--- config.mk ---
export PLATFORM = sky130hd
export DESIGN_NAME = unsorted_array_priority_queue_flat
export DESIGN_NICKNAME = d
export VERILOG_FILES = /design/src/upq_pkg.sv /design/src/upq_if.sv /design/src/unsorted_array_priority_queue.sv /design/src/upq_mem.sv /design/src/upq_ctrl.sv /design/src/flat_wrapper.sv
export VERILOG_INCLUDE_DIRS = /design/src /design/src/src
export SDC_FILE = /design/constraint.sdc
export NUM_CORES = 1
export LEC_CHECK = 0
export BUFFER_PORTS_ARGS = -buffer_cell sky130_fd_sc_hd__buf_2
export CORE_MARGIN = 10
export CORE_UTILIZATION = 61
export CTS_CLUSTER_DIAMETER = 60
export DETAILED_ROUTE_END_ITERATION = 8
export GPL_ROUTABILITY_DRIVEN = 0
export PLACE_DENSITY = 0.89
export SYNTH_ARGS = -nofsm -noshare
export SYNTH_HDL_FRONTEND = slang
export SYNTH_SLANG_ARGS = --single-unit
--- constraint.sdc ---
create_clock -name i_clk -period 6.46 [get_ports i_clk]
set_input_delay 0.969 -clock i_clk [delete_from_list [all_inputs] [get_ports i_clk]]
set_output_delay 0.969 -clock i_clk [all_outputs]
set_load 0.01 [all_outputs]
--- src/unsorted_array_priority_queue_assert.svh ---
// ----------------------------------------------------------------------------
// Assertion macros for the unsorted array priority queue
// Implication checks that are clocked on i_clk and held off during reset.
// ----------------------------------------------------------------------------
`ifndef UNSORTED_ARRAY_PRIORITY_QUEUE_ASSERT_SVH
`define UNSORTED_ARRAY_PRIORITY_QUEUE_ASSERT_SVH

// The consequent must hold in the same cycle as the antecedent.
`define UPQ_ASSERT_IMPL(label, ante, cons, msg) \
    label: assert property (@(posedge i_clk) disable iff (!i_rst_n) \
        (ante) |-> (cons)) else $error(msg);

// The consequent must hold in the cycle after the antecedent.
`define UPQ_ASSERT_NEXT(label, ante, cons, msg) \
    label: assert property (@(posedge i_clk) disable iff (!i_rst_n) \
        (ante) |=> (cons)) else $error(msg);

`endif

--- src/upq_pkg.sv ---
// ----------------------------------------------------------------------------
// upq_pkg
// Sizes, codes and shared types of the unsorted array priority queue.
// ----------------------------------------------------------------------------
`default_nettype none

package upq_pkg;

    localparam int DEPTH    = 8;
    localparam int ADDR_W   = (DEPTH > 1) ? $clog2(DEPTH) : 1;
    localparam int CNT_W    = $clog2(DEPTH + 1);

    localparam int CMD_W    = 2;
    localparam int VALUE_W  = 32;
    localparam int PRIO_W   = 16;
    localparam int STATUS_W = 2;
    localparam int ENTRY_W  = 4;

    typedef enum logic [CMD_W-1:0] {
        CMD_INSERT = 2'd0,
        CMD_REMOVE = 2'd1,
        CMD_PEEK   = 2'd2
    } t_cmd;

    typedef enum logic [STATUS_W-1:0] {
        STS_OK    = 2'd0,
        STS_FULL  = 2'd1,
        STS_EMPTY = 2'd2
    } t_status;

    typedef enum logic [1:0] {
        S_IDLE,
        S_SCAN,
        S_SHIFT,
        S_RESULT
    } t_state;

    typedef struct packed {
        logic signed [VALUE_W-1:0] value;
        logic signed [PRIO_W-1:0]  prio;
    } t_entry;

    typedef struct packed {
        logic              wr_en;
        logic [ADDR_W-1:0] wr_addr;
        t_entry            wr_data;
        logic              rd_en;
        logic [ADDR_W-1:0] rd_addr;
    } t_mem_req;

    typedef struct packed {
        t_status                   status;
        logic signed [VALUE_W-1:0] value;
        logic signed [PRIO_W-1:0]  prio;
        logic [CNT_W-1:0]          count;
        logic                      empty;
    } t_result;

endpackage

`default_nettype wire

--- src/upq_if.sv ---
// ----------------------------------------------------------------------------
// upq_in_if / upq_out_if
// Valid/ready channels for commands into the queue and results out of it.
// ----------------------------------------------------------------------------
`default_nettype none

interface upq_in_if;
    import upq_pkg::*;

    logic                      valid;
    logic                      ready;
    logic [CMD_W-1:0]          command;
    logic signed [VALUE_W-1:0] value_in;
    logic signed [PRIO_W-1:0]  priority_in;

    modport source (output valid, output command, output value_in, output priority_in,
                    input ready);
    modport sink   (input valid, input command, input value_in, input priority_in,
                    output ready);
endinterface

interface upq_out_if;
    import upq_pkg::*;

    logic                      valid;
    logic                      ready;
    logic [STATUS_W-1:0]       status;
    logic signed [VALUE_W-1:0] value_out;
    logic signed [PRIO_W-1:0]  priority_out;
    logic [ENTRY_W-1:0]        entry_count;
    logic                      is_empty;

    modport source (output valid, output status, output value_out, output priority_out,
                    output entry_count, output is_empty, input ready);
    modport sink   (input valid, input status, input value_out, input priority_out,
                    input entry_count, input is_empty, output ready);
endinterface

`default_nettype wire

--- src/unsorted_array_priority_queue.sv ---
// ----------------------------------------------------------------------------
// unsorted_array_priority_queue
// Bounded priority queue of DEPTH entries held unsorted in one entry memory.
// ----------------------------------------------------------------------------
// Commands arrive on i_cmd and each produces exactly one result on o_rsp.
// Insert appends at the tail, remove and peek return the entry with the
// greatest signed priority (the earliest inserted among equals), and remove
// closes the gap by moving every later entry down one place. One command is
// worked on at a time. An insert, or any command that ends in an error,
// goes straight to its result. The time taken by a scan or a shift is set
// by the single read port of the entry memory, which is read once per entry
// in the scan and once per moved entry. A finished result waits in an
// output register, so the next command is accepted while it is still to be
// taken.
`default_nettype none

module unsorted_array_priority_queue (
    input  logic      i_clk,
    input  logic      i_rst_n,
    upq_in_if.sink    i_cmd,
    upq_out_if.source o_rsp
);
    import upq_pkg::*;

    `include "unsorted_array_priority_queue_assert.svh"

    t_mem_req w_mem_req;
    t_entry   w_rd_data;
    logic     w_res_valid;
    t_result  w_res;
    logic     w_res_ready;

    logic     r_o_valid;
    t_result  r_o_res;

    upq_mem u_mem (
        .i_clk     (i_clk),
        .i_req     (w_mem_req),
        .o_rd_data (w_rd_data)
    );

    upq_ctrl u_ctrl (
        .i_clk       (i_clk),
        .i_rst_n     (i_rst_n),
        .i_cmd       (i_cmd),
        .o_mem_req   (w_mem_req),
        .i_rd_data   (w_rd_data),
        .o_res_valid (w_res_valid),
        .o_res       (w_res),
        .i_res_ready (w_res_ready)
    );

    assign w_res_ready = !r_o_valid || o_rsp.ready;

    always_ff @(posedge i_clk) begin
        if (!i_rst_n) begin
            r_o_valid <= 1'b0;
        end else if (w_res_ready) begin
            r_o_valid <= w_res_valid;
        end
    end

    always_ff @(posedge i_clk) begin
        if (w_res_valid && w_res_ready) begin
            r_o_res <= w_res;
        end
    end

    assign o_rsp.valid        = r_o_valid;
    assign o_rsp.status       = r_o_res.status;
    assign o_rsp.value_out    = r_o_res.value;
    assign o_rsp.priority_out = r_o_res.prio;
    assign o_rsp.entry_count  = ENTRY_W'(r_o_res.count);
    assign o_rsp.is_empty     = r_o_res.empty;

    `UPQ_ASSERT_IMPL(a_no_accept_with_result, w_res_valid, !i_cmd.ready,
                     "command accepted while a result is pending")
    `UPQ_ASSERT_IMPL(a_full_at_depth, w_res_valid && (w_res.status == STS_FULL),
                     w_res.count == CNT_W'(DEPTH), "full reported below capacity")
    `UPQ_ASSERT_IMPL(a_error_zero_payload, w_res_valid && (w_res.status != STS_OK),
                     (w_res.value == '0) && (w_res.prio == '0), "error result carries data")
    `UPQ_ASSERT_NEXT(a_result_held, w_res_valid && !w_res_ready,
                     w_res_valid && $stable(w_res), "pending result changed before transfer")

endmodule

`default_nettype wire

--- src/upq_mem.sv ---
// ----------------------------------------------------------------------------
// upq_mem
// Entry store: one write port and one read port with registered read data.
// ----------------------------------------------------------------------------
`default_nettype none

module upq_mem (
    input  logic              i_clk,
    input  upq_pkg::t_mem_req i_req,
    output upq_pkg::t_entry   o_rd_data
);
    import upq_pkg::*;

    t_entry r_mem [DEPTH];
    t_entry r_rd_data;

    always_ff @(posedge i_clk) begin
        if (i_req.wr_en) begin
            r_mem[i_req.wr_addr] <= i_req.wr_data;
        end
        if (i_req.rd_en) begin
            r_rd_data <= r_mem[i_req.rd_addr];
        end
    end

    assign o_rd_data = r_rd_data;

endmodule

`default_nettype wire

--- src/upq_ctrl.sv ---
// ----------------------------------------------------------------------------
// upq_ctrl
// Command sequencer: appends on insert, scans the store for the highest
// priority and closes the gap on remove, then presents one result.
// ----------------------------------------------------------------------------
`default_nettype none

module upq_ctrl (
    input  logic              i_clk,
    input  logic              i_rst_n,
    upq_in_if.sink            i_cmd,
    output upq_pkg::t_mem_req o_mem_req,
    input  upq_pkg::t_entry   i_rd_data,
    output logic              o_res_valid,
    output upq_pkg::t_result  o_res,
    input  logic              i_res_ready
);
    import upq_pkg::*;

    t_state            r_state, n_state;
    logic [CNT_W-1:0]  r_count, n_count;
    t_cmd              r_cmd, n_cmd;
    logic [CNT_W-1:0]  r_idx, n_idx;
    logic              r_pend, n_pend;
    logic [ADDR_W-1:0] r_dat_idx, n_dat_idx;
    logic [ADDR_W-1:0] r_best_idx, n_best_idx;
    t_entry            r_best, n_best;
    t_status           r_status, n_status;

    logic              w_accept;
    t_cmd              w_cmd;
    logic              w_full;
    logic              w_rd_en;
    logic              w_take;
    logic              w_scan_last;
    logic              w_shift_done;
    logic [ADDR_W-1:0] w_best_idx;
    t_entry            w_best;

    assign w_cmd    = t_cmd'(i_cmd.command);
    assign w_accept = i_cmd.valid && (r_state == S_IDLE);
    assign w_full   = (r_count == CNT_W'(DEPTH));
    assign w_rd_en  = ((r_state == S_SCAN) || (r_state == S_SHIFT)) && (r_idx < r_count);

    // The first entry always seeds the running best; later ones replace it
    // only on a strictly greater priority, so the earliest of equals stays.
    assign w_take       = r_pend && ((r_dat_idx == '0) ||
                          ($signed(i_rd_data.prio) > $signed(r_best.prio)));
    assign w_best_idx   = w_take ? r_dat_idx : r_best_idx;
    assign w_best       = w_take ? i_rd_data : r_best;
    assign w_scan_last  = r_pend && (r_dat_idx == ADDR_W'(r_count - CNT_W'(1)));
    assign w_shift_done = !w_rd_en && !r_pend;

    // Next state.
    always_comb begin
        n_state = r_state;
        case (r_state)
            S_IDLE: begin
                if (w_accept) begin
                    if (((w_cmd == CMD_REMOVE) || (w_cmd == CMD_PEEK)) && (r_count != '0)) begin
                        n_state = S_SCAN;
                    end else begin
                        n_state = S_RESULT;
                    end
                end
            end
            S_SCAN: begin
                if (w_scan_last) begin
                    n_state = (r_cmd == CMD_REMOVE) ? S_SHIFT : S_RESULT;
                end
            end
            S_SHIFT: begin
                if (w_shift_done) begin
                    n_state = S_RESULT;
                end
            end
            S_RESULT: begin
                if (i_res_ready) begin
                    n_state = S_IDLE;
                end
            end
            default: n_state = S_IDLE;
        endcase
    end

    // Outputs: handshake, memory requests and the result.
    always_comb begin
        i_cmd.ready       = (r_state == S_IDLE);
        o_res_valid       = (r_state == S_RESULT);
        o_mem_req         = '0;
        o_mem_req.rd_en   = w_rd_en;
        o_mem_req.rd_addr = r_idx[ADDR_W-1:0];
        case (r_state)
            S_IDLE: begin
                o_mem_req.wr_en         = w_accept && (w_cmd == CMD_INSERT) && !w_full;
                o_mem_req.wr_addr       = r_count[ADDR_W-1:0];
                o_mem_req.wr_data.value = i_cmd.value_in;
                o_mem_req.wr_data.prio  = i_cmd.priority_in;
            end
            S_SHIFT: begin
                // Each entry read from above the removed one drops by one place.
                o_mem_req.wr_en   = r_pend;
                o_mem_req.wr_addr = r_dat_idx - ADDR_W'(1);
                o_mem_req.wr_data = i_rd_data;
            end
            default: begin
            end
        endcase
        o_res.status = r_status;
        o_res.value  = r_best.value;
        o_res.prio   = r_best.prio;
        o_res.count  = r_count;
        o_res.empty  = (r_count == '0);
    end

    // Next values of the working registers.
    always_comb begin
        n_count    = r_count;
        n_cmd      = r_cmd;
        n_idx      = r_idx;
        n_pend     = r_pend;
        n_dat_idx  = r_dat_idx;
        n_best_idx = r_best_idx;
        n_best     = r_best;
        n_status   = r_status;
        case (r_state)
            S_IDLE: begin
                if (w_accept) begin
                    n_cmd      = w_cmd;
                    n_idx      = '0;
                    n_pend     = 1'b0;
                    n_best_idx = '0;
                    n_best     = '0;
                    n_status   = STS_OK;
                    case (w_cmd)
                        CMD_INSERT: begin
                            if (w_full) begin
                                n_status = STS_FULL;
                            end else begin
                                n_count = r_count + CNT_W'(1);
                            end
                        end
                        CMD_REMOVE, CMD_PEEK: begin
                            if (r_count == '0) begin
                                n_status = STS_EMPTY;
                            end
                        end
                        default: begin
                        end
                    endcase
                end
            end
            S_SCAN: begin
                n_pend     = w_rd_en;
                n_dat_idx  = r_idx[ADDR_W-1:0];
                n_best_idx = w_best_idx;
                n_best     = w_best;
                if (w_rd_en) begin
                    n_idx = r_idx + CNT_W'(1);
                end
                if (w_scan_last) begin
                    n_idx  = CNT_W'(w_best_idx) + CNT_W'(1);
                    n_pend = 1'b0;
                end
            end
            S_SHIFT: begin
                n_pend    = w_rd_en;
                n_dat_idx = r_idx[ADDR_W-1:0];
                if (w_rd_en) begin
                    n_idx = r_idx + CNT_W'(1);
                end
                if (w_shift_done) begin
                    n_count = r_count - CNT_W'(1);
                end
            end
            default: begin
            end
        endcase
    end

    always_ff @(posedge i_clk) begin
        if (!i_rst_n) begin
            r_state <= S_IDLE;
            r_count <= '0;
            r_pend  <= 1'b0;
        end else begin
            r_state <= n_state;
            r_count <= n_count;
            r_pend  <= n_pend;
        end
    end

    always_ff @(posedge i_clk) begin
        r_cmd      <= n_cmd;
        r_idx      <= n_idx;
        r_dat_idx  <= n_dat_idx;
        r_best_idx <= n_best_idx;
        r_best     <= n_best;
        r_status   <= n_status;
    end

endmodule

`default_nettype wire
--- src/flat_wrapper.sv ---
// flat-port wrapper written by rule: the top's interface ports become plain ports
module unsorted_array_priority_queue_flat import upq_pkg::*;
  (i_clk, i_rst_n, i_cmd_valid, i_cmd_command, i_cmd_value_in, i_cmd_priority_in, i_cmd_ready, o_rsp_valid, o_rsp_status, o_rsp_value_out, o_rsp_priority_out, o_rsp_entry_count, o_rsp_is_empty, o_rsp_ready);
  upq_in_if i_cmd_i ();
  upq_out_if o_rsp_i ();
  input  logic i_clk;
  input  logic i_rst_n;
  input wire logic [$bits(i_cmd_i.valid)-1:0] i_cmd_valid;
  input wire logic [$bits(i_cmd_i.command)-1:0] i_cmd_command;
  input wire logic [$bits(i_cmd_i.value_in)-1:0] i_cmd_value_in;
  input wire logic [$bits(i_cmd_i.priority_in)-1:0] i_cmd_priority_in;
  output wire logic [$bits(i_cmd_i.ready)-1:0] i_cmd_ready;
  output wire logic [$bits(o_rsp_i.valid)-1:0] o_rsp_valid;
  output wire logic [$bits(o_rsp_i.status)-1:0] o_rsp_status;
  output wire logic [$bits(o_rsp_i.value_out)-1:0] o_rsp_value_out;
  output wire logic [$bits(o_rsp_i.priority_out)-1:0] o_rsp_priority_out;
  output wire logic [$bits(o_rsp_i.entry_count)-1:0] o_rsp_entry_count;
  output wire logic [$bits(o_rsp_i.is_empty)-1:0] o_rsp_is_empty;
  input wire logic [$bits(o_rsp_i.ready)-1:0] o_rsp_ready;
  assign i_cmd_i.valid = i_cmd_valid;
  assign i_cmd_i.command = i_cmd_command;
  assign i_cmd_i.value_in = i_cmd_value_in;
  assign i_cmd_i.priority_in = i_cmd_priority_in;
  assign i_cmd_ready = i_cmd_i.ready;
  assign o_rsp_valid = o_rsp_i.valid;
  assign o_rsp_status = o_rsp_i.status;
  assign o_rsp_value_out = o_rsp_i.value_out;
  assign o_rsp_priority_out = o_rsp_i.priority_out;
  assign o_rsp_entry_count = o_rsp_i.entry_count;
  assign o_rsp_is_empty = o_rsp_i.is_empty;
  assign o_rsp_i.ready = o_rsp_ready;
  unsorted_array_priority_queue u_core (.i_clk(i_clk), .i_rst_n(i_rst_n), .i_cmd(i_cmd_i), .o_rsp(o_rsp_i));
endmodule
==> impl_metrics.yaml <==
pwr:
  clock_power_share_pct: 25.8
  p_leak_nw: 8.211
  seq_power_share_pct: 47.3
  power_density_nw_per_um2: 459.9
  p_int_w: 0.007817
  p_sw_share_pct: 30.49
  ir_drop_mv: 0.3788
  p_sw_w: 0.003429
  p_comb_share_pct: 26.9
finish:
  multi_input_area_um2: 4798
  drive_gt1_share_pct: 30.26
  syn_to_final_growth_pct: 12.75
  fillCellCount: 1932
  regArea_um2: 16650
  fin_nets: 1272
  final_area_um2: 24450
sta:
  slew_violations: 0
  grt_setup_unrepaired: "false"
  fin_setup_tns_ns: 0
  finClkSkew_ns: 0.01191
  min_period_ns: 4.502
  finalHoldViolations: 0
  max_slew_margin_pct: 23.25
  fmax_ghz: 0.2221
  finalSetupViolCount: 0
  tightestPinTransition_ns: 1.151
  min_period_over_period_pct: 69.69
setup_path:
  path_cells: "inv_1 -> ha_2 -> buf_4 -> and2_1 -> nand2_1 -> a21oi_1 -> a21o_1 -> nand2b_1 -> nor2_4 -> buf_4"
  worst_setup_path_end_kind: "flip-flop"
  cpMostUsedCell: "buf_4"
  critPathMaxStageDelay_ns: 0.75
  start_kind: "flip-flop"
  reg2reg_from: "u_core.u_ctrl.r_state[0]$_SDFFE_PN0P_"
  reg2reg_to: "u_core.u_mem.r_mem[1][39]$_DFFE_PP_"
  crit_type: "flip-flop to flip-flop"
  ff2ff_setup_slack_ns: 1.96
  cp_max_fo: 29
  cp_data_arrival_time_ns: 4.72
  r2r_cells: 10
  cpMaxStageDelayCell: "nor2_4"
  worstPathRequired_ns: 6.67
cts:
  cts-root-buf: "clkbuf_16"
  cts_hold_buf: 0
  cts_setup_buffers: 0
  cts_buffers: 51
  cts_tree: "built"
  htree_levels: 2
  cts_sinks: 557
  cts_resized: 0
  cts_buffer_depth: 3
  clk_latency_ns: 0.58
  clkTransAtPathRegs_ns: 0.06
logic_synthesis:
  synth.avg_cell_area_um2: 20.67
  ys_async_sr_fraction_pct: 0
  synth.area.top_cells: "edfxtp_1 (76%), mux4_2 (10%), mux2_2 (2.5%), a22o_1 (1.9%), ha_1 (1.8%)"
  synth_common_cells: "edfxtp_1 (549), mux4_2 (96), and2_1 (50), mux2_2 (49), a22o_1 (48)"
  synth.most_common_cell: "edfxtp_1"
  syn_inst: 1049
  synth-warning-count: 0
  syn-num-nets: 1135
  synth_seq_cells: 557
  synth_top_area_share_pct: 76.02
  syn_area_um2: 21690
  synth_top_cell_by_area: "edfxtp_1"
  synth_edf_count: 549
  synth_ff_type: "edfxtp_1"
  synth.distinct_cells: 55
  ys_seq_area_share_pct: 76.76
placed_design:
  placed_area_um2: 22850
  place_hpwl_um: 27710
  port_buffers: 110
drt:
  routedWlPerCell_um: 29.06
  drc: 0
  drt-initial-drc-count: 1438
  via_count: 11070
  firstDrtPassIters: 7
  routed_via_density: 6.576
  ant_nets: 0
  wl_um: 48910
min_path:
  worstHoldPathCells: 0
  min_path_type: "flip-flop to flip-flop"
  hold_start: "u_core.u_ctrl.o_res[29]$_SDFFCE_PN0P_"
  hold-path-endpoint: "u_core.o_rsp.value_out[8]$_DFFE_PP_"
grt:
  antenna_found_initial: 1
  grt_pass1_wl_um: 74250
  grt_max_degree: 66
  track_usage_pct: 22.30
  grt_overflow: 0
  grt_pass1_vias: 11510
floorplan:
  fp-row-count: 68
  initial_utilization_pct: 62.32
  die_area_um2: 43490
  core_area_um2: 34800
  dieHeight_um: 208.6
  chipWidth_um: 208.6
  io_pins: 111
job:
  drv_cap: 0
outcome:
  outcome: "finished clean"
## registers in the layout, summed over array words and instances (netlist names)
signal,count
u_core.u_mem.r_mem,384
u_core.u_ctrl.o_res,48
u_core.u_mem.o_rd_data,48
u_core.o_rsp.value_out,32
u_core.o_rsp.priority_out,16
u_core.o_rsp.entry_count,4
u_core.u_ctrl.r_count,4
u_core.u_ctrl.r_idx,4
u_core.u_ctrl.r_best_idx,3
u_core.u_ctrl.r_dat_idx,3
u_core.o_rsp.status,2
u_core.u_ctrl.r_cmd,2
u_core.u_ctrl.r_state,2
u_core.u_ctrl.r_status,2
u_core.o_rsp.is_empty,1
u_core.o_rsp.valid,1
u_core.u_ctrl.r_pend,1
## routing by layer
layer | routed length (um) | GRT usage [%] | vias up
li1 | - | - | 4541
met1 | 18160 | 29.28 | 5696
met2 | 25050 | 36.90 | 712
met3 | 4057 | 3.804 | 119
met4 | 1642 | 8.383 | 0
met5 | 0 | 0 | -
## area by class of cell
| cell class | count | share of cell area [%] |
|---|---|---|
| timing repair buffer | 130 | 2.866 |
| clock buffer | 63 | 5.578 |
| sequential | 557 | 68.08 |
| clock inverter | 30 | 0.9467 |
| antenna | 2 | 0.02047 |
| inverter | 36 | 0.5527 |
| tap | 455 | 2.328 |
| multi-input combinational | 410 | 19.63 |
## worst max path at each step
stage | start | endpoint | cells past startpoint
6_report | u_core.u_ctrl.r_state[0]$_SDFFE_PN0P_ | u_core.u_mem.r_mem[1][39]$_DFFE_PP_ | 10
5_1_grt | u_core.u_ctrl.r_state[0]$_SDFFE_PN0P_ | u_core.u_mem.r_mem[0][33]$_DFFE_PP_ | 10
4_1_cts | u_core.u_ctrl.r_state[0]$_SDFFE_PN0P_ | u_core.u_mem.r_mem[7][33]$_DFFE_PP_ | 10
3_5_place_dp | u_core.u_ctrl.r_state[0]$_SDFFE_PN0P_ | u_core.u_mem.r_mem[1][39]$_DFFE_PP_ | 10
3_3_place_gp | u_core.u_ctrl.r_state[0]$_SDFFE_PN0P_ | u_core.u_mem.r_mem[7][23]$_DFFE_PP_ | 10
2_1_floorplan | i_cmd_valid | u_core.u_mem.r_mem[3][0]$_DFFE_PP_ | 6
## layout by cell type, fill, tap and decap left out, types with 4 or more instances in the layout
| cell type | netlist | final |
|---|---|---|
| clkinv_1 | 0 | 11 |
| clkbuf_16 | 0 | 53 |
| mux4_2 | 96 | 96 |
| nor2b_1 | 5 | 4 |
| mux2_2 | 49 | 49 |
| buf_2 | 10 | 110 |
| xor2_1 | 5 | 5 |
| nor2_4 | 0 | 6 |
| nand2_1 | 18 | 18 |
| nand3_1 | 4 | 4 |
| and2_1 | 50 | 50 |
| ha_1 | 32 | 29 |
| buf_4 | 0 | 20 |
| clkbuf_1 | 30 | 10 |
| edfxtp_1 | 549 | 549 |
| nor2_1 | 14 | 8 |
| o21ai_0 | 6 | 6 |
| a22o_1 | 48 | 48 |
| dfxtp_1 | 8 | 8 |
| a21o_1 | 4 | 4 |
| a21oi_1 | 20 | 20 |
| nand2b_1 | 5 | 5 |
| nand4_1 | 5 | 5 |
| inv_1 | 36 | 36 |
| clkinv_2 | 0 | 10 |
## cell families (layout without fill, tap and decap cells)
logic type | count (synthesis) | count (layout) | share of synthesized area, %
fa+ha+maj | 32 | 32 | 1.846
simple gates | 119 | 119 | 3.156
flops | 557 | 557 | 76.76
other cells | 0 | 2 | 0
mux | 149 | 149 | 12.75
xor+xnor | 8 | 8 | 0.3866
buf+inv | 82 | 259 | 1.477
compound gates | 102 | 102 | 3.623
## metrics by stage
stage	hold WS [ns]	util, %	instances	setup slack [ns]	total power (W)
2_1_floorplan	0.4003	-	1049	1.007	0.007341
3_3_place_gp	0.4030	65.66	1588	2.260	0.008124
3_5_place_dp	0.4054	65.66	1588	2.051	0.008339
4_1_cts	0.4183	70.25	1681	1.965	0.01127
5_1_grt	0.4235	70.25	1682	1.796	0.01167
6_report	0.4168	70.26	1683	1.958	0.01125
## worst max-delay path, delay by kind of cell, from the launching register on
kind / cells / cell delay [ns]
flops: 1 / 0.37
buf+inv: 3 / 1.16
simple gates: 4 / 1.43
fa+ha+maj: 1 / 0.70
compound gates: 2 / 0.41
## power by group through the flow
| stage | sequential (W) | combinational [W] | clock (W) |
|---|---|---|---|
| 2_1_floorplan | 0.00529 | 0.00205 | 0 |
| 3_3_place_gp | 0.00533 | 0.00279 | 0 |
| 3_5_place_dp | 0.00536 | 0.00297 | 0 |
| 4_1_cts | 0.00531 | 0.00303 | 0.00293 |
| 5_1_grt | 0.00535 | 0.00326 | 0.00306 |
| 6_report | 0.00532 | 0.00303 | 0.00290 |
Power figures use the tool's default switching activity.
